[src/rtl/mvm_pkg.sv]
// Shared types and constants for the matrix-vector multiplier.
// No dependencies; every other file depends on this package.
package mvm_pkg;

  localparam int ELEM_W          = 32;
  localparam int ROW_W           = 16;
  localparam int COLS_CFG_W      = 11;
  localparam int ROWS_CFG_W      = 17;
  localparam int CFG_W           = 17;
  localparam int CFG_IDX_W       = 1;
  localparam int DEF_MAX_COLUMNS = 1024;
  localparam int ROW_LIMIT       = 65536;

  localparam int QUEUE_DEPTH = 4;
  localparam int QPTR_W      = $clog2(QUEUE_DEPTH);
  localparam int QCNT_W      = $clog2(QUEUE_DEPTH + 1);

  // element kinds on the input channel
  localparam logic KIND_VECTOR = 1'b0;
  localparam logic KIND_MATRIX = 1'b1;

  typedef enum logic [CFG_IDX_W-1:0] {
    REG_COLUMN_COUNT = 1'b0,
    REG_ROW_COUNT    = 1'b1
  } cfg_idx_e;

  // one matrix element with its vector operand, handed from front to back
  typedef struct packed {
    logic [ELEM_W-1:0] value;
    logic [ELEM_W-1:0] vec;
    logic              row_end;
    logic [ROW_W-1:0]  row;
    logic              is_last;
  } mvm_op_t;

endpackage

[src/rtl/mvm_if.sv]


interface mvm_out_if;
  logic                         valid;
  logic                         ready;
  logic [mvm_pkg::ELEM_W-1:0]   row_sum;
  logic [mvm_pkg::ROW_W-1:0]    row_index;
  logic                         last;

  modport source (output valid, row_sum, row_index, last, input ready);
  modport sink   (input valid, row_sum, row_index, last, output ready);
endinterface

[src/rtl/mvm_back.sv]
// Back end: multiply stage, running row accumulator and output register.
// Depends on mvm_pkg and mvm_if.
module mvm_back (
  input  logic              clk_i,
  input  logic              rst_ni,
  input  logic              clear_i,
  input  logic              op_valid_i,
  input  mvm_pkg::mvm_op_t  op_i,
  output logic              pop_o,
  mvm_out_if.source         out_o
);
  import mvm_pkg::*;

  logic              m_valid_q;
  logic [ELEM_W-1:0] m_prod_q;
  logic              m_row_end_q;
  logic [ROW_W-1:0]  m_row_q;
  logic              m_last_q;
  logic [ELEM_W-1:0] acc_q;
  logic              out_valid_q;
  logic [ELEM_W-1:0] out_sum_q;
  logic [ROW_W-1:0]  out_row_q;
  logic              out_last_q;

  logic              out_free, m_adv, pop;
  logic [ELEM_W-1:0] sum;

  assign out_free = !out_valid_q || out_o.ready;
  assign m_adv    = m_valid_q && (!m_row_end_q || out_free);
  assign pop      = op_valid_i && (!m_valid_q || m_adv);
  assign pop_o    = pop;
  assign sum      = acc_q + m_prod_q;

  always_ff @(posedge clk_i or negedge rst_ni) begin
    if (!rst_ni) begin
      m_valid_q   <= 1'b0;
      acc_q       <= '0;
      out_valid_q <= 1'b0;
    end else begin
      if (pop) begin
        m_valid_q <= 1'b1;
      end else if (m_adv) begin
        m_valid_q <= 1'b0;
      end
      if (clear_i) begin
        acc_q <= '0;
      end else if (m_adv) begin
        acc_q <= m_row_end_q ? '0 : sum;
      end
      if (m_adv && m_row_end_q) begin
        out_valid_q <= 1'b1;
      end else if (out_o.ready) begin
        out_valid_q <= 1'b0;
      end
    end
  end

  // low half of the product is all the wrapped sum needs
  always_ff @(posedge clk_i) begin
    if (pop) begin
      m_prod_q    <= ELEM_W'(op_i.value * op_i.vec);
      m_row_end_q <= op_i.row_end;
      m_row_q     <= op_i.row;
      m_last_q    <= op_i.is_last;
    end
    if (m_adv && m_row_end_q) begin
      out_sum_q  <= sum;
      out_row_q  <= m_row_q;
      out_last_q <= m_last_q;
    end
  end

  assign out_o.valid     = out_valid_q;
  assign out_o.row_sum   = out_sum_q;
  assign out_o.row_index = out_row_q;
  assign out_o.last      = out_last_q;

endmodule

[src/flat_wrapper.sv]
// flat-port wrapper written by rule: the top's interface ports become plain ports
module mvm_back_flat import mvm_pkg::*;
  (clk_i, rst_ni, clear_i, op_valid_i, op_i, pop_o, out_o_valid, out_o_row_sum, out_o_row_index, out_o_last, out_o_ready);
  mvm_out_if out_o_i ();
  input  logic clk_i;
  input  logic rst_ni;
  input  logic clear_i;
  input  logic op_valid_i;
  input  mvm_pkg::mvm_op_t op_i;
  output logic pop_o;
  output wire logic [$bits(out_o_i.valid)-1:0] out_o_valid;
  output wire logic [$bits(out_o_i.row_sum)-1:0] out_o_row_sum;
  output wire logic [$bits(out_o_i.row_index)-1:0] out_o_row_index;
  output wire logic [$bits(out_o_i.last)-1:0] out_o_last;
  input wire logic [$bits(out_o_i.ready)-1:0] out_o_ready;
  assign out_o_valid = out_o_i.valid;
  assign out_o_row_sum = out_o_i.row_sum;
  assign out_o_row_index = out_o_i.row_index;
  assign out_o_last = out_o_i.last;
  assign out_o_i.ready = out_o_ready;
  mvm_back u_core (.clk_i(clk_i), .rst_ni(rst_ni), .clear_i(clear_i), .op_valid_i(op_valid_i), .op_i(op_i), .pop_o(pop_o), .out_o(out_o_i));
endmodule
[config.mk]
export PLATFORM = sky130hd
export DESIGN_NAME = mvm_back_flat
export DESIGN_NICKNAME = d
export VERILOG_FILES = /design/src/rtl/mvm_pkg.sv /design/src/rtl/mvm_if.sv /design/src/rtl/mvm_back.sv /design/src/flat_wrapper.sv
export SDC_FILE = /design/constraint.sdc
export NUM_CORES = 1
export LEC_CHECK = 0
export BUFFER_PORTS_ARGS = -buffer_cell sky130_fd_sc_hd__buf_2
export CORE_MARGIN = 4
export CORE_UTILIZATION = 40
export CTS_CLUSTER_DIAMETER = 60
export DETAILED_ROUTE_END_ITERATION = 8
export GPL_TIMING_DRIVEN = 0
export PLACE_DENSITY = 0.65
export SLEW_MARGIN = 0
export SYNTH_ARGS = -nofsm -noshare
export SYNTH_HDL_FRONTEND = slang
export SYNTH_SLANG_ARGS = --single-unit
[constraint.sdc]
create_clock -name clk_i -period 3.7 [get_ports clk_i]
set_input_delay 0.37 -clock clk_i [delete_from_list [all_inputs] [get_ports clk_i]]
set_output_delay 0.37 -clock clk_i [all_outputs]
set_load 0.05 [all_outputs]
==> results.json, run 1 <==
{
  "synth_flop_cell": "edfxtp_1",
  "routedWlPerCell_um": 21.8,
  "synth_xor_area_share_pct": 4.58,
  "vias": 15628,
  "cts_buffers": 17,
  "violations": "setup timing",
  "synth_cell_types": 57,
  "drc": 0,
  "instances_no_fill": 3016,
  "start_util_pct": 40.6,
  "fin_util_pct": 47.9,
  "crit_buf_inv": 8,
  "netlist_instances": 2141,
  "yosysSeqAreaShare_pct": 17.9,
  "clk_latency_ps": 420,
  "die_height_um": 239,
  "grt_util_met3_pct": 4.53,
  "r2r_slack_ps": 600,
  "status": "finished, violations left",
  "drv_cap": 0,
  "clock-sinks": 133,
  "clkTransAtPathRegs_ps": 60,
  "synth_simple_gate_area_share_pct": 15.0,
  "yosysTopAreaCell": "fa_1",
  "yosys.area.top_type_share_pct": 38.2,
  "first_pass_iters": 5,
  "synth-edff-count": 99,
  "synthesis.area_um2": 21400,
  "fp.dieW_um": 239,
  "setup_violations": 25,
  "gp_congestion": 0.967,
  "grt.total_usage_pct": 23.4,
  "cp_common_cell": "fa_1",
  "grt_pass1_vias": 17167,
  "cp.required_ps": 3860,
  "slew_headroom_pct": 34.1,
  "finalCriticalPeriod_ps": 6590,
  "drt_first_iter_violations": 860,
  "critPathTopFamily": "adder cells",
  "fmax_mhz": 152,
  "crit_slowest_cell": "fa_1",
  "grtUsageMet2_pct": 39.3,
  "dp_cells": 2960,
  "synthTopCellsByArea": "fa_1, edfxtp_1, ha_1",
  "crit_arrival_ps": 6740,
  "grt-ovfl-total": 0,
  "synth.avg_cell_area_um2": 10.0,
  "cts_tree": "done",
  "crit_path_start_kind": "primary input",
  "nets": 2965,
  "rsz0062_at_grt": "yes",
  "synth_fp_nets": 2791,
  "slew_violations": 0,
  "layout-drive-gt1-share_pct": 16.6,
  "hp-class": "in -> async",
  "r2r-start": "u_core.acc_q[0]$_DFFE_PN0P_",
  "grt.met1_usage_pct": 29.6,
  "root_buffer": "clkbuf_16",
  "ff2ff_path_depth": 11,
  "viasPerCell": 5.18,
  "num_antenna_cells": 0,
  "setup_ws_ps": -2890,
  "pin_count": 138,
  "finClkSkew_ps": 11.3,
  "busiest_layer": "met2",
  "synth_top_family_by_area": "adder cells",
  "grt_max_degree": 35,
  "critical_path_class": "in -> reg",
  "placementRows": 84,
  "cts_buffer_depth": 2,
  "dp_hpwl_um": 52400,
  "endpoint_kind": "flip-flop",
  "portBuffers": 129,
  "whs_ps": 53.4,
  "antenna_left": 0,
  "cts_max_level": 4,
  "worst_pin_slew_ps": 989,
  "synth_warnings": 0,
  "antenna_found_initial": 2,
  "fillers": 4862,
  "synth_fa_ha_area_share_pct": 47.2,
  "critPathMaxStageDelay_ps": 550,
  "yosys-mux-area-fraction_pct": 0,
  "ys_ff_latch": 133,
  "final.period_utilization_pct": 178,
  "hold_viol_final": 0,
  "fin_setup_tns_ps": -54470,
  "grt_pass1_wl_um": 101000,
  "cp_max_fo": 10,
  "synth-compound-area-share_pct": 6.59,
  "core_um2": 52800,
  "synthArstFlopShare_pct": 25.6,
  "reg2reg_to": "u_core.acc_q[28]$_DFFE_PN0P_",
  "wl_um": 65700,
  "area_growth_pct": 18.0,
  "die_area_um2": 57300
}
-- stage by stage --
step | instance area [µm²] | setup WS, ps
global placement | 23200 | -4230
finish | 25300 | -2890
floorplan | 21700 | -2920
detailed placement | 23300 | -4300
CTS | 25000 | -3100
global route | 25300 | -3090
-- worst max-delay path by stage --
| stage | start | endpoint | slack, ps | cells past startpoint |
|---|---|---|---|---|
| 2_1_floorplan | op_i[22] | u_core.m_prod_q[29]$_DFFE_PP_ | -2920 | 25 |
| 3_3_place_gp | op_i[57] | u_core.m_prod_q[31]$_DFFE_PP_ | -4230 | 24 |
| 3_5_place_dp | op_i[57] | u_core.m_prod_q[31]$_DFFE_PP_ | -4300 | 24 |
| 4_1_cts | op_i[35] | u_core.m_prod_q[31]$_DFFE_PP_ | -3100 | 24 |
| 5_1_grt | op_i[20] | u_core.m_prod_q[31]$_DFFE_PP_ | -3090 | 25 |
| 6_report | op_i[57] | u_core.m_prod_q[31]$_DFFE_PP_ | -2890 | 26 |
-- Yosys cell counts, drive strengths merged, types with 24 or more instances --
cell type	number
nand2	278
xor2	24
xnor2	88
a21o	26
clkbuf	93
nor2	34
o21ai	30
dfrtp	34
a22o	31
fa	409
edfxtp	99
inv	404
a21oi	44
ha	154
and2	273
-- cell type report --
cell class / count / area [µm²] / area share, %
flip-flops and latches: 133 / 3820 / 15.1
well taps: 688 / 861 / 3.41
multi-input cells: 1510 / 16400 / 64.8
repair buffers: 161 / 1030 / 4.09
inverters: 404 / 1520 / 6.00
clock inverters: 15 / 183 / 0.723
clock buffers: 17 / 425 / 1.68
plain buffers: 88 / 1060 / 4.20
-- flip-flops by register name (all words and copies together), names as in the netlist --
name                    cells
u_core.out_o.row_sum       32
u_core.m_row_q             16
u_core.m_prod_q            32
u_core.out_o.valid          1
u_core.out_o.last           1
u_core.out_o.row_index     16
u_core.acc_q               32
u_core.m_valid_q            1
u_core.m_last_q             1
u_core.m_row_end_q          1
-- timing repair --
action / CTS / global route
gates cloned: 0 / 0
setup buffers: 23 / 9
endpoints found under the setup margin: 28 / 25
gates resized for setup: 246 / 65
hold buffers: 0 / 0
pin swaps: 52 / 26
-- cells in the final DEF (no fill, tap or decap), drive strengths merged, types with 31 or more instances in the layout --
cell	instances
a21oi	44
a22o	31
and2	273
buf	168
clkbuf	98
dfrtp	34
edfxtp	99
fa	409
ha	154
inv	413
nand2	278
nor2	34
xnor2	88
-- per-layer routing --
layer | part of all wire [%] | wire length [µm]
met5 | 0 | 0
met1 | 40 | 26500
met3 | 7.7 | 5030
met2 | 47 | 30700
met4 | 5.2 | 3430
-- kinds of logic after synthesis --
kind of cell,Yosys count
compound gates,197
fa+ha+maj,563
flops,133
xor+xnor,112
simple gates,638
buf+inv,498
Power of run 1 is left out: the tool's default activity adds up to more than one toggle a clock period on the data nets, which glitch-free logic cannot reach.
==> run 2, diff against run 1 <==
--- a/config.mk
+++ b/config.mk
@@ -12,6 +12,7 @@
 export DETAILED_ROUTE_END_ITERATION = 8
 export GPL_TIMING_DRIVEN = 0
 export PLACE_DENSITY = 0.65
+export RECOVER_POWER = 25
 export SLEW_MARGIN = 0
 export SYNTH_ARGS = -nofsm -noshare
 export SYNTH_HDL_FRONTEND = slang
==> results.json, run 2 (synthesis gave the netlist of run 1 again) <==
{
  "grt.total_usage_pct": 23.4,
  "antenna_left": 0,
  "violations": "capacitance limit, slew limit, setup timing",
  "grt.met1_usage_pct": 29.6,
  "endpoint_kind": "flip-flop",
  "multi_input_area_um2": 16400,
  "crit_path_start_kind": "primary input",
  "vias": 15634,
  "pin_count": 138,
  "dp_hpwl_um": 52400,
  "nets": 2965,
  "die_area_um2": 57300,
  "cts_max_level": 4,
  "cp_common_cell": "fa_1",
  "cts_buffers": 17,
  "cts_tree": "done",
  "placementRows": 84,
  "start_util_pct": 40.6,
  "drt_first_iter_violations": 854,
  "gp_congestion": 0.967,
  "grt_pass1_vias": 17167,
  "critPathMaxStageDelay_ps": 580,
  "critical_path_class": "in -> reg",
  "worst_pin_slew_ps": 2020,
  "finalCriticalPeriod_ps": 6580,
  "hold_buffers": 0,
  "slew_headroom_pct": -34.6,
  "die_height_um": 239,
  "wl_um": 65700,
  "grt_max_degree": 35,
  "hp-class": "in -> reg",
  "drv_cap": 1,
  "layout-drive-gt1-share_pct": 16.5,
  "viasPerCell": 5.18,
  "final_cell_mix": "fa_1, inv_1, nand2_1",
  "grt-ovfl-total": 0,
  "first_pass_iters": 6,
  "status": "finished, violations left",
  "slew_violations": 35,
  "clk_latency_ps": 420,
  "regArea_um2": 3820,
  "busiest_layer": "met2",
  "fillers": 4863,
  "portBuffers": 129,
  "whs_ps": 127,
  "grtUsageMet2_pct": 39.3,
  "crit_slowest_cell": "fa_1",
  "final.period_utilization_pct": 178,
  "core_um2": 52800,
  "grt_util_met3_pct": 4.53,
  "routedWlPerCell_um": 21.8,
  "finClkSkew_ps": 10.8,
  "fmax_mhz": 152,
  "rsz0062_at_grt": "yes",
  "path_cells": "clkbuf_4, buf_6, nand2_1, fa_1, inv_1, fa_1, inv_1, fa_1, inv_1, fa_1, inv_1, fa_1, fa_1, fa_1, inv_1, fa_1, xor2_2, xnor2_1, xnor2_1, xnor2_1, xnor2_1, xnor2_2, xnor2_4, xnor2_1",
  "crit_arrival_ps": 6740,
  "drc": 0,
  "final_common_cell": "fa_1",
  "fp.dieW_um": 239,
  "clkTransAtPathRegs_ps": 60,
  "hold_viol_final": 0,
  "setup_violations": 25,
  "setup_ws_ps": -2880,
  "cp.required_ps": 3860,
  "antenna_found_initial": 2,
  "grt_pass1_wl_um": 101000,
  "fin_util_pct": 47.9,
  "cp_max_fo": 10,
  "cts_buffer_depth": 2,
  "clock-sinks": 133,
  "root_buffer": "clkbuf_16",
  "area_growth_pct": 18.0,
  "place_worst_setup_slack_ps": -4300
}
[run 2: what timing repair did]
item,CTS,global route
resized for setup,246,65
setup buffers,23,9
pin swaps,52,26
cloned,0,0
setup endpoints to repair,28,25
[run 2: final timing paths]
kind,startpoint,to,slack [ps],cells after the start
max,op_i[35],u_core.m_prod_q[31]$_DFFE_PP_,-2880,24
min,op_i[12],u_core.m_row_q[11]$_DFFE_PP_,130,1
max reg2reg,u_core.acc_q[0]$_DFFE_PN0P_,u_core.acc_q[28]$_DFFE_PN0P_,600,11
min reg2reg,u_core.m_row_q[0]$_DFFE_PP_,u_core.out_o.row_index[0]$_DFFE_PP_,420,0
max in group asynchronous,rst_ni,u_core.acc_q[27]$_DFFE_PN0P_,2010,1
min in group asynchronous,rst_ni,u_core.acc_q[1]$_DFFE_PN0P_,520,1
[run 2: critical path: cells and delay by family]
| kind | cells | cell delay (ps) |
|---|---|---|
| adders and majority gates | 8 | 4000 |
| xor gates and xnor gates | 8 | 1570 |
| and+or+nand+nor | 1 | 90 |
| buffers and inverters | 7 | 700 |
[run 2: routing by layer]
| layer | vias to the layer above | wire, µm |
|---|---|---|
| met5 | - | 0 |
| met4 | 0 | 3400 |
| met3 | 162 | 5040 |
| met2 | 636 | 30800 |
| met1 | 7934 | 26500 |
| li1 | 6902 | - |
[run 2: cell type report]
| cell class | instances | share of cell area [%] |
|---|---|---|
| antenna | 1 | 0.00990 |
| buffer | 88 | 4.20 |
| clock buffer | 17 | 1.68 |
| clock inverter | 15 | 0.723 |
| inverter | 404 | 6.00 |
| multi-input combinational | 1510 | 64.8 |
| sequential | 133 | 15.1 |
| tap | 688 | 3.41 |
| timing repair buffer | 161 | 4.08 |
[run 2: metrics by stage]
stage | TNS (ps) | std cells | area (µm²)
floorplan | -51710 | 2141 | 21700
global placement | -90320 | 2958 | 23200
detailed placement | -79340 | 2960 | 23300
CTS | -51700 | 3009 | 25000
global route | -58490 | 3016 | 25300
finish | -54460 | 3017 | 25300
Power of run 2 is left out for the same reason.
