<file path="src/rtl/mvm_pkg.sv">
// Shared types and constants for the matrix-vector multiplier.
// No dependencies; every other file depends on this package.
package mvm_pkg;

  localparam int ELEM_W          = 32;
  localparam int ROW_W           = 16;
  localparam int COLS_CFG_W      = 11;
  localparam int ROWS_CFG_W      = 17;
  localparam int CFG_W           = 17;
  localparam int CFG_IDX_W       = 1;
  localparam int DEF_MAX_COLUMNS = 1024;
  localparam int ROW_LIMIT       = 65536;

  localparam int QUEUE_DEPTH = 4;
  localparam int QPTR_W      = $clog2(QUEUE_DEPTH);
  localparam int QCNT_W      = $clog2(QUEUE_DEPTH + 1);

  // element kinds on the input channel
  localparam logic KIND_VECTOR = 1'b0;
  localparam logic KIND_MATRIX = 1'b1;

  typedef enum logic [CFG_IDX_W-1:0] {
    REG_COLUMN_COUNT = 1'b0,
    REG_ROW_COUNT    = 1'b1
  } cfg_idx_e;

  // one matrix element with its vector operand, handed from front to back
  typedef struct packed {
    logic [ELEM_W-1:0] value;
    logic [ELEM_W-1:0] vec;
    logic              row_end;
    logic [ROW_W-1:0]  row;
    logic              is_last;
  } mvm_op_t;

endpackage

</file>
<file path="src/rtl/mvm_queue.sv">
// Short FIFO of operations between the front and back ends.
// Depends on mvm_pkg for the record type and depth.
module mvm_queue (
  input  logic                        clk_i,
  input  logic                        rst_ni,
  input  logic                        push_i,
  input  mvm_pkg::mvm_op_t            op_i,
  input  logic                        pop_i,
  output mvm_pkg::mvm_op_t            op_o,
  output logic                        empty_o,
  output logic                        full_o,
  output logic [mvm_pkg::QCNT_W-1:0]  count_o
);
  import mvm_pkg::*;

  mvm_op_t            slots_q [QUEUE_DEPTH];
  logic [QPTR_W-1:0]  wr_ptr_q, rd_ptr_q;
  logic [QCNT_W-1:0]  count_q;
  logic               do_push, do_pop;

  assign empty_o = (count_q == '0);
  assign full_o  = (32'(count_q) == QUEUE_DEPTH);
  assign count_o = count_q;
  assign op_o    = slots_q[rd_ptr_q];
  assign do_push = push_i && !full_o;
  assign do_pop  = pop_i && !empty_o;

  always_ff @(posedge clk_i or negedge rst_ni) begin
    if (!rst_ni) begin
      wr_ptr_q <= '0;
      rd_ptr_q <= '0;
      count_q  <= '0;
    end else begin
      if (do_push) begin
        wr_ptr_q <= wr_ptr_q + QPTR_W'(1);
      end
      if (do_pop) begin
        rd_ptr_q <= rd_ptr_q + QPTR_W'(1);
      end
      if (do_push && !do_pop) begin
        count_q <= count_q + QCNT_W'(1);
      end else if (do_pop && !do_push) begin
        count_q <= count_q - QCNT_W'(1);
      end
    end
  end

  always_ff @(posedge clk_i) begin
    if (do_push) begin
      slots_q[wr_ptr_q] <= op_i;
    end
  end

endmodule

</file>
<file path="config.mk">
export PLATFORM = sky130hd
export DESIGN_NAME = mvm_queue
export DESIGN_NICKNAME = d
export VERILOG_FILES = /design/src/rtl/mvm_pkg.sv /design/src/rtl/mvm_queue.sv
export SDC_FILE = /design/constraint.sdc
export NUM_CORES = 1
export LEC_CHECK = 0
export BUFFER_PORTS_ARGS = -buffer_cell sky130_fd_sc_hd__buf_2
export CORE_ASPECT_RATIO = 0.75
export CORE_UTILIZATION = 40
export DETAILED_ROUTE_END_ITERATION = 8
export GPL_ROUTABILITY_DRIVEN = 0
export PLACE_DENSITY_LB_ADDON = 0.05
export SLEW_MARGIN = 10
export SYNTH_ARGS = -nofsm -noshare
export SYNTH_HDL_FRONTEND = slang
export SYNTH_SLANG_ARGS = --single-unit
</file>
<file path="constraint.sdc">
create_clock -name clk_i -period 9.75 [get_ports clk_i]
set_input_delay 0.4875 -clock clk_i [delete_from_list [all_inputs] [get_ports clk_i]]
set_output_delay 0.4875 -clock clk_i [all_outputs]
set_load 0.1 [all_outputs]
</file>
==> impl_metrics.json, run 1 <==
{
  "required_ns": 9.26,
  "synth.most_common_cell": "edfxtp_1",
  "portBuffers": 172,
  "grt_max_degree": 71,
  "tightest_slew_ns": 1.15,
  "cts_setup_buffers": 0,
  "fin_crit_sh_pct": 39.9,
  "syn2layout_area_growth_pct": 19.7,
  "numCtsBuffers": 35,
  "synthesis.nets": 556,
  "yosysUniqueCellTypes": 20,
  "die_w_um": 204,
  "drt-total-wl_um": 24000,
  "clk_pin_slew_ns": 0.06,
  "vias": 5491,
  "clock_sinks": 335,
  "grt_pass1_wl_um": 36900,
  "fillCellCount": 2500,
  "max_stage_delay_ns": 0.93,
  "core_area_um2": 30100,
  "fmax_ghz": 0.257,
  "relSlewSlack_pct": 23.6,
  "cts_tree": "done",
  "holdBufCountCts": 1,
  "drc": 0,
  "grt_antenna_before_repair": 3,
  "synth-seq-cells": 335,
  "viasPerCell": 5.06,
  "crit_buf_inv": 2,
  "syn_inst": 464,
  "final_hold_viol_count": 0,
  "synth_area_um2": 12200,
  "cts_resized": 0,
  "final_area_um2": 14700,
  "root_buffer": "clkbuf_16",
  "drive_above_1_share_pct": 46.6,
  "dp_hpwl_um": 13700,
  "cts.path.max_buffers": 3,
  "setup_viol": 0,
  "arrival_ns": 3.40,
  "nNetsFinal": 753,
  "fin_crit_ns": 3.89,
  "synth_top_cell_by_area": "edfxtp_1",
  "report.final.slew_viol_count": 0,
  "die_area_um2": 31300,
  "crit_chain": "buf_4 > mux4_2 > buf_2",
  "wire_per_inst_um": 22.1,
  "die_h_um": 154,
  "synthArstFlopShare_pct": 2.09,
  "start_util_pct": 40.6,
  "final_util_pct": 48.6,
  "design.portCount": 173,
  "ys_seq_area_share_pct": 81.8,
  "path_max_fanout": 51,
  "status": "complete, no violations",
  "final.setup.tns_ns": 0,
  "synth_commonest_cells": "328 x edfxtp_1, 82 x mux4_2, 9 x buf_2",
  "end_kind": "primary output",
  "hold_class": "input port to flop",
  "clock_skew_ns": 0.00899,
  "placed_area_um2": 13500,
  "cp-start-kind": "flop",
  "postSynthAreaPerCell_um2": 26.4,
  "synth_edf_count": 328,
  "htreeDepth": 2,
  "synth_ff_type": "edfxtp_1",
  "first_global_vias": 6120,
  "first_pass_iters": 4,
  "rsz0062_at_grt": "false",
  "drv_cap": 0,
  "criticalPathCategory": "flop to primary output",
  "synth.top_cell.area_share_pct": 80.4,
  "cpLargestDelayFamily": "buffers and inverters",
  "rows": 55,
  "clkLatencyLatePin_ns": 0.51,
  "grtUsageTotal_pct": 16.0,
  "grt-ovfl-total": 0,
  "drt_iter0_markers": 288,
  "slowest_stage": "buf_4",
  "synth_area_leaders": "edfxtp_1 80%, mux4_2 15%, dfrtp_1 1.4%",
  "yosysWarningCount": 0,
  "ant_nets": 0
}
==> kinds of logic after synthesis <==
logic type,Yosys count,share of synthesized area (%)
XOR/XNOR,6,0.429
adder cells (fa/ha/maj),6,0.674
buffers and inverters,23,1.29
flip-flops,335,81.8
multiplexers,84,15.3
AND/OR/NAND/NOR,10,0.511
==> final timing paths <==
check	start	end	slack, ns	cells after the start
setup / recovery	rd_ptr_q[0]	op_o[20]	5.86	3
hold / removal	op_i[53]	slots_q[0][53]	0.19	1
setup reg to reg	count_o[2]	slots_q[0][30]	6.89	4
hold reg to reg	count_o[2]	count_o[2]	0.54	1
max in group asynchronous	rst_ni	rd_ptr_q[1]	9.23	2
min in group asynchronous	rst_ni	rd_ptr_q[0]	0.35	2
==> state kept, by name (all words and copies together) (netlist names) <==
name and count:
slots_q 328, rd_ptr_q 2, count_o 3, wr_ptr_q 2
==> area by class of cell <==
class	instances	area, um^2	area share (%)
clock buffer	40	937	6.39
inverter	4	15.0	0.102
tap	399	499	3.41
antenna	1	2.50	0.0171
clock inverter	22	181	1.24
timing repair buffer	179	916	6.25
sequential	335	10000	68.4
multi-input combinational	106	2080	14.2
==> metrics by stage <==
step | cells | hold WS [ns] | setup WS, ns
finish | 1086 | 0.192 | 5.86
global route | 1085 | 0.167 | 5.54
CTS | 1085 | 0.162 | 5.69
detailed placement | 1022 | 0.331 | 6.27
global placement | 1022 | 0.327 | 6.25
floorplan | 464 | 0.192 | 5.50
==> placed cells by master, fill, tap and decap left out, types with 2 or more instances in the layout <==
master / n
inv_1: 4
dfrtp_1: 5
xor2_1: 2
buf_2: 172
bufinv_16: 3
dfrtp_4: 2
edfxtp_1: 328
ha_1: 5
clkbuf_16: 37
mux4_2: 82
clkinv_1: 8
clkinv_2: 9
clkbuf_1: 3
and2_4: 4
buf_4: 6
mux2_2: 2
xnor2_1: 4
==> routing by layer <==
| metal | track usage [%] | share of wire, % | vias to the layer above |
|---|---|---|---|
| li1 | - | - | 2394 |
| met1 | 21.5 | 44 | 2930 |
| met2 | 25.8 | 49 | 118 |
| met3 | 4.09 | 5.2 | 45 |
| met4 | 4.58 | 1.8 | 4 |
| met5 | 0 | 0.12 | - |
Power of run 1 is not shown: default switching activity piles up to over one toggle a cycle in this logic, so the estimate is an artifact.
==> run 2, diff against run 1 <==
- ABC_AREA: unset -> 1
- clock period: 9.75 -> 4.05 ns (I/O delays scaled with it)
==> run 2 against run 1 <==
  * Die area up 10%
  * Register-to-register slack worse by 5.3 ns
  * Hold slack worse by 0.14 ns
  * Utilization up 2.0 points
  * Largest cell class unchanged
  * Critical path type unchanged
  * First-iteration DRC count up 43%
  * Synthesized cell count up 120%
  * Cell count up 60%
  * Sequential cell count unchanged
  * Synthesized area up 11%
  * Critical path depth up 2
==> impl_metrics.json, run 2 <==
{
  "status": "complete, no violations",
  "synth_area_um2": 13500,
  "hold_class": "input port to asynchronous set/reset pin",
  "cts.path.max_buffers": 3,
  "core_area_um2": 32900,
  "first_global_vias": 7990,
  "holdBufCountCts": 85,
  "final_cell_mix": "328 x edfxtp_1, 264 x nand2_1, 179 x inv_1, 172 x buf_2, 164 x o211ai_1",
  "arrival_ns": 2.83,
  "final_common_cell": "edfxtp_1",
  "grtUsageTotal_pct": 16.6,
  "clkLatencyLatePin_ns": 0.51,
  "multiInputGateArea_um2": 2400,
  "largest_register_ff_count": 328,
  "top_register": "slots_q",
  "fmax_ghz": 0.330,
  "cts_resized": 0,
  "nNetsFinal": 1365,
  "yosysUniqueCellTypes": 16,
  "setup_viol": 0,
  "clock_sinks": 335,
  "fin_crit_ns": 3.03,
  "synthArstFlopShare_pct": 2.09,
  "first_pass_iters": 4,
  "rsz0062_at_grt": "false",
  "die_area_um2": 34600,
  "synth-seq-cells": 335,
  "synthesis.nets": 1110,
  "root_buffer": "clkbuf_16",
  "end_kind": "primary output",
  "postSynthAreaPerCell_um2": 13.3,
  "portBuffers": 172,
  "drive_above_1_share_pct": 17.9,
  "drt_iter0_markers": 412,
  "grt_pass1_wl_um": 44600,
  "ys_seq_area_share_pct": 74.0,
  "tightest_slew_ns": 0.963,
  "dp_hpwl_um": 15700,
  "required_ns": 3.85,
  "drv_cap": 0,
  "relSlewSlack_pct": 35.8,
  "vias": 8019,
  "fillCellCount": 2930,
  "drc": 0,
  "synth_top_cell_by_area": "edfxtp_1",
  "cp-start-kind": "flop",
  "grt_max_degree": 120,
  "yosysWarningCount": 0,
  "cts_setup_buffers": 0,
  "synth_area_leaders": "edfxtp_1 73%, o211ai_1 9.1%, nand2_1 7.3%",
  "ant_nets": 0,
  "die_h_um": 161,
  "cts_tree": "done",
  "viasPerCell": 4.62,
  "start_util_pct": 41.2,
  "syn_inst": 1018,
  "wire_per_inst_um": 16.1,
  "synth_edf_count": 328,
  "synth.most_common_cell": "edfxtp_1",
  "clock_skew_ns": 0.0136,
  "report.final.slew_viol_count": 0,
  "synth_commonest_cells": "328 x edfxtp_1, 264 x nand2_1, 180 x inv_1",
  "final_hold_viol_count": 0,
  "criticalPathCategory": "flop to primary output",
  "hold_slack_ns": 0.0531,
  "drt-total-wl_um": 27900,
  "syn2layout_area_growth_pct": 22.9,
  "design.portCount": 173,
  "grt_antenna_before_repair": 1,
  "numCtsBuffers": 36,
  "htreeDepth": 2,
  "rows": 57,
  "seq_area_um2": 10000,
  "clk_pin_slew_ns": 0.06,
  "synth_ff_type": "edfxtp_1",
  "path_max_fanout": 47,
  "grt-ovfl-total": 0,
  "synth.top_cell.area_share_pct": 72.7,
  "die_w_um": 215,
  "fin_crit_sh_pct": 74.8
}
## run 2: changes by cell type in the layout (fill, tap and decap cells not counted), moves of 6 or more
cell	before	now
clkinv_2	9	1
clkbuf_1	3	11
o211ai_1	0	164
dlygate4sd3_1	1	85
nand3_1	1	7
inv_1	4	179
nand2_1	1	264
mux4_2	82	0
buf_12	0	8
## run 2: path summary, 6_finish.rpt
check | slack (ns) | endpoint | startpoint | depth (start not counted)
min in group clk_i | 0.44 | slots_q[3][61] | op_i[61] | 2
setup / recovery | 1.02 | op_o[40] | rd_ptr_q[1] | 5
hold reg to reg | 0.53 | count_o[2] | count_o[2] | 2
hold / removal | 0.05 | wr_ptr_q[1] | rst_ni | 2
max in group asynchronous | 3.81 | rd_ptr_q[1] | rst_ni | 2
setup reg to reg | 1.58 | slots_q[0][32] | count_o[0] | 5
## run 2: layout make-up
| type | instances | area share [%] |
|---|---|---|
| Tap cell | 442 | 3.32 |
| Antenna cell | 1 | 0.0150 |
| Inverter | 181 | 4.13 |
| Clock inverter | 11 | 0.563 |
| Timing Repair Buffer | 271 | 11.5 |
| Sequential cell | 335 | 60.2 |
| Multi-Input combinational cell | 448 | 14.4 |
| Clock buffer | 48 | 5.81 |
## run 2: layer usage
metal / GRT usage [%] / up-vias / share of wire (%)
met5: 0 / - / 0
met4: 4.81 / 0 / 1.8
met3: 4.11 / 38 / 5.3
met2: 26.2 / 148 / 45
met1: 23.0 / 3770 / 47
li1: - / 4063 / -
## run 2: critical path, stage by stage (launching register included)
cell and delay [ns]:
dfrtp_4 0.58, clkinv_2 0.73, buf_12 0.48, o211ai_1 0.13
nand2_1 0.09, buf_2 0.30
## run 2: cell families after synthesis
kind of cell             synth area share, %
flip-flops                              74.0
AO/OA/AOI/OAI                           9.12
AND/OR/NAND/NOR                         7.73
XOR/XNOR                              0.0647
adder cells (fa/ha/maj)                0.609
buffers and inverters                   8.49
## run 2: per-stage QoR
stage / utilization [%] / TNS (ns) / instance area, um^2 / cells / worst slack [ns]
final: 50.7 / 0 / 16700 / 1737 / 1.02
after global routing: 50.7 / 0 / 16700 / 1737 / 0.769
after CTS: 50.6 / 0 / 16700 / 1736 / 0.887
after detailed placement: 44.8 / 0 / 14700 / 1592 / 1.45
after global placement: 44.8 / 0 / 14700 / 1592 / 1.47
after floorplan: - / -444.96 / 13500 / 1018 / -1.36
Power of run 2 is left out for the same reason.
==> run 3, diff against run 2 <==
- clock period: 4.05 -> 2.5 ns (I/O delays scaled with it)
==> run 3 against run 2 <==
  * Sequential share of layout area down 0.86 points
  * First-iteration DRC count down 4.9%
  * Register-to-register slack worse by 0.99 ns
  * Worst setup slack worse by 0.92 ns
  * Clock skew down 0.0026 ns
  * Critical path type unchanged
  * Final area up 1.6%
  * Sequential cell count unchanged
  * Count of clock-buffer cells in the layout down 2
  * Via count up 0.45%
  * Highest routed layer is now met5
  * Utilization up 0.80 points
==> impl_metrics.json, run 3 (synthesis gave the netlist of run 2 again) <==
{
  "criticalPathCategory": "flop to primary output",
  "die_area_um2": 34600,
  "first_global_vias": 8078,
  "rr_endpoint": "count_o[2]",
  "tightest_slew_ns": 0.543,
  "root_buffer": "clkbuf_16",
  "num_antenna_cells": 0,
  "crit_chain": "bufinv_16 > buf_12 > o211ai_1 > nand2_1 > buf_2",
  "numCtsBuffers": 35,
  "relSlewSlack_pct": 63.8,
  "arrival_ns": 2.28,
  "drt-total-wl_um": 28500,
  "placed_area_um2": 14900,
  "holdPathStages": 2,
  "design.portCount": 173,
  "grt_antenna_before_repair": 1,
  "final.setup.tns_ns": 0,
  "top_register": "slots_q",
  "final_util_pct": 51.5,
  "final_area_um2": 16900,
  "die_w_um": 215,
  "clk_pin_slew_ns": 0.06,
  "r2r_cells": 10,
  "dpl.cell_count": 1599,
  "hold_class": "input port to flop",
  "holdPathEnd": "slots_q[1][63]",
  "nNetsFinal": 1374,
  "start_util_pct": 41.2,
  "report.final.slew_viol_count": 0,
  "rows": 57,
  "grt_pass1_wl_um": 44400,
  "grtUsageTotal_pct": 16.5,
  "htreeDepth": 2,
  "syn2layout_area_growth_pct": 24.8,
  "fin_crit_sh_pct": 96.1,
  "drc": 0,
  "largest_register_ff_count": 328,
  "final_cell_mix": "328 x edfxtp_1, 263 x nand2_1, 177 x inv_1, 164 x o211ai_1, 159 x buf_2",
  "r2r_start": "count_o[1]",
  "wire_per_inst_um": 16.3,
  "final_cells": 1749,
  "vias": 8055,
  "max_stage_delay_ns": 0.51,
  "viasPerCell": 4.61,
  "fin_crit_ns": 2.40,
  "die_h_um": 161,
  "core_area_um2": 32900,
  "cp-start-kind": "flop",
  "end_kind": "primary output",
  "status": "complete, no violations",
  "drv_cap": 0,
  "cts.path.max_buffers": 3,
  "grt_max_degree": 85,
  "clkLatencyLatePin_ns": 0.51,
  "drt_iter0_markers": 392,
  "fmax_ghz": 0.416,
  "cts_tree": "done",
  "drive_above_1_share_pct": 19.5,
  "ant_nets": 0,
  "path_max_fanout": 52,
  "clock_skew_ns": 0.0110,
  "clock_sinks": 335,
  "final_hold_viol_count": 0,
  "final_common_cell": "edfxtp_1",
  "hold_start": "op_i[63]",
  "required_ns": 2.38,
  "setup_viol": 0,
  "first_pass_iters": 5,
  "portBuffers": 172,
  "fillCellCount": 2910,
  "grt-ovfl-total": 0,
  "rrSetupSlack_ns": 0.59,
  "slowest_stage": "dfrtp_2",
  "rsz0062_at_grt": "false",
  "dp_hpwl_um": 15800
}
-- run 3: final cells by class --
cell class                 count  area, um^2  area share [%]
clock buffer                  46         960            5.67
clock inverter                16         125           0.740
inverter                     181         712            4.21
multi-input combinational    448        2430            14.4
sequential                   335       10000            59.4
tap                          442         553            3.27
timing repair buffer         279        2070            12.3
timing repair inverter         2        17.5           0.104
-- run 3: per-stage QoR --
step	hold slack, ns	setup WS [ns]
global route	0.353	0.00172
CTS	0.332	0.0354
global placement	-0.0243	0.551
detailed placement	-0.0252	0.536
floorplan	-0.171	-0.0513
finish	0.363	0.0985
-- run 3: worst max-delay path: cells and delay by family, from the launching register on --
family                 cells  cell delay [ns]
buffers and inverters      3             0.99
flip-flops                 1             0.51
AO/OA/AOI/OAI              1             0.11
AND/OR/NAND/NOR            1             0.10
-- run 3: worst max path at each step --
stage | slack, ns | endpoint | from
3_5_place_dp | 0.54 | op_o[11] | rd_ptr_q[0]
5_1_grt | 0.002 | op_o[16] | rd_ptr_q[0]
6_report | 0.1 | op_o[23] | rd_ptr_q[0]
4_1_cts | 0.04 | op_o[11] | rd_ptr_q[0]
3_3_place_gp | 0.55 | op_o[39] | rd_ptr_q[0]
2_1_floorplan | -0.05 | slots_q[0][0] | count_o[0]
-- run 3: repair_timing --
action,in CTS,in global routing
hold buffers,86,0
endpoints found under the hold margin,339,0
endpoints found under the setup margin,27,44
cloned,0,2
gates resized for setup,1,15
setup buffers,0,0
-- run 3: layer usage --
| metal | GRT usage, % | part of all wire (%) |
|---|---|---|
| met5 | 0 | 0.035 |
| met4 | 4.58 | 1.6 |
| met1 | 22.4 | 47 |
| met2 | 26.9 | 46 |
| met3 | 3.84 | 4.9 |
Power of run 3 is left out for the same reason.
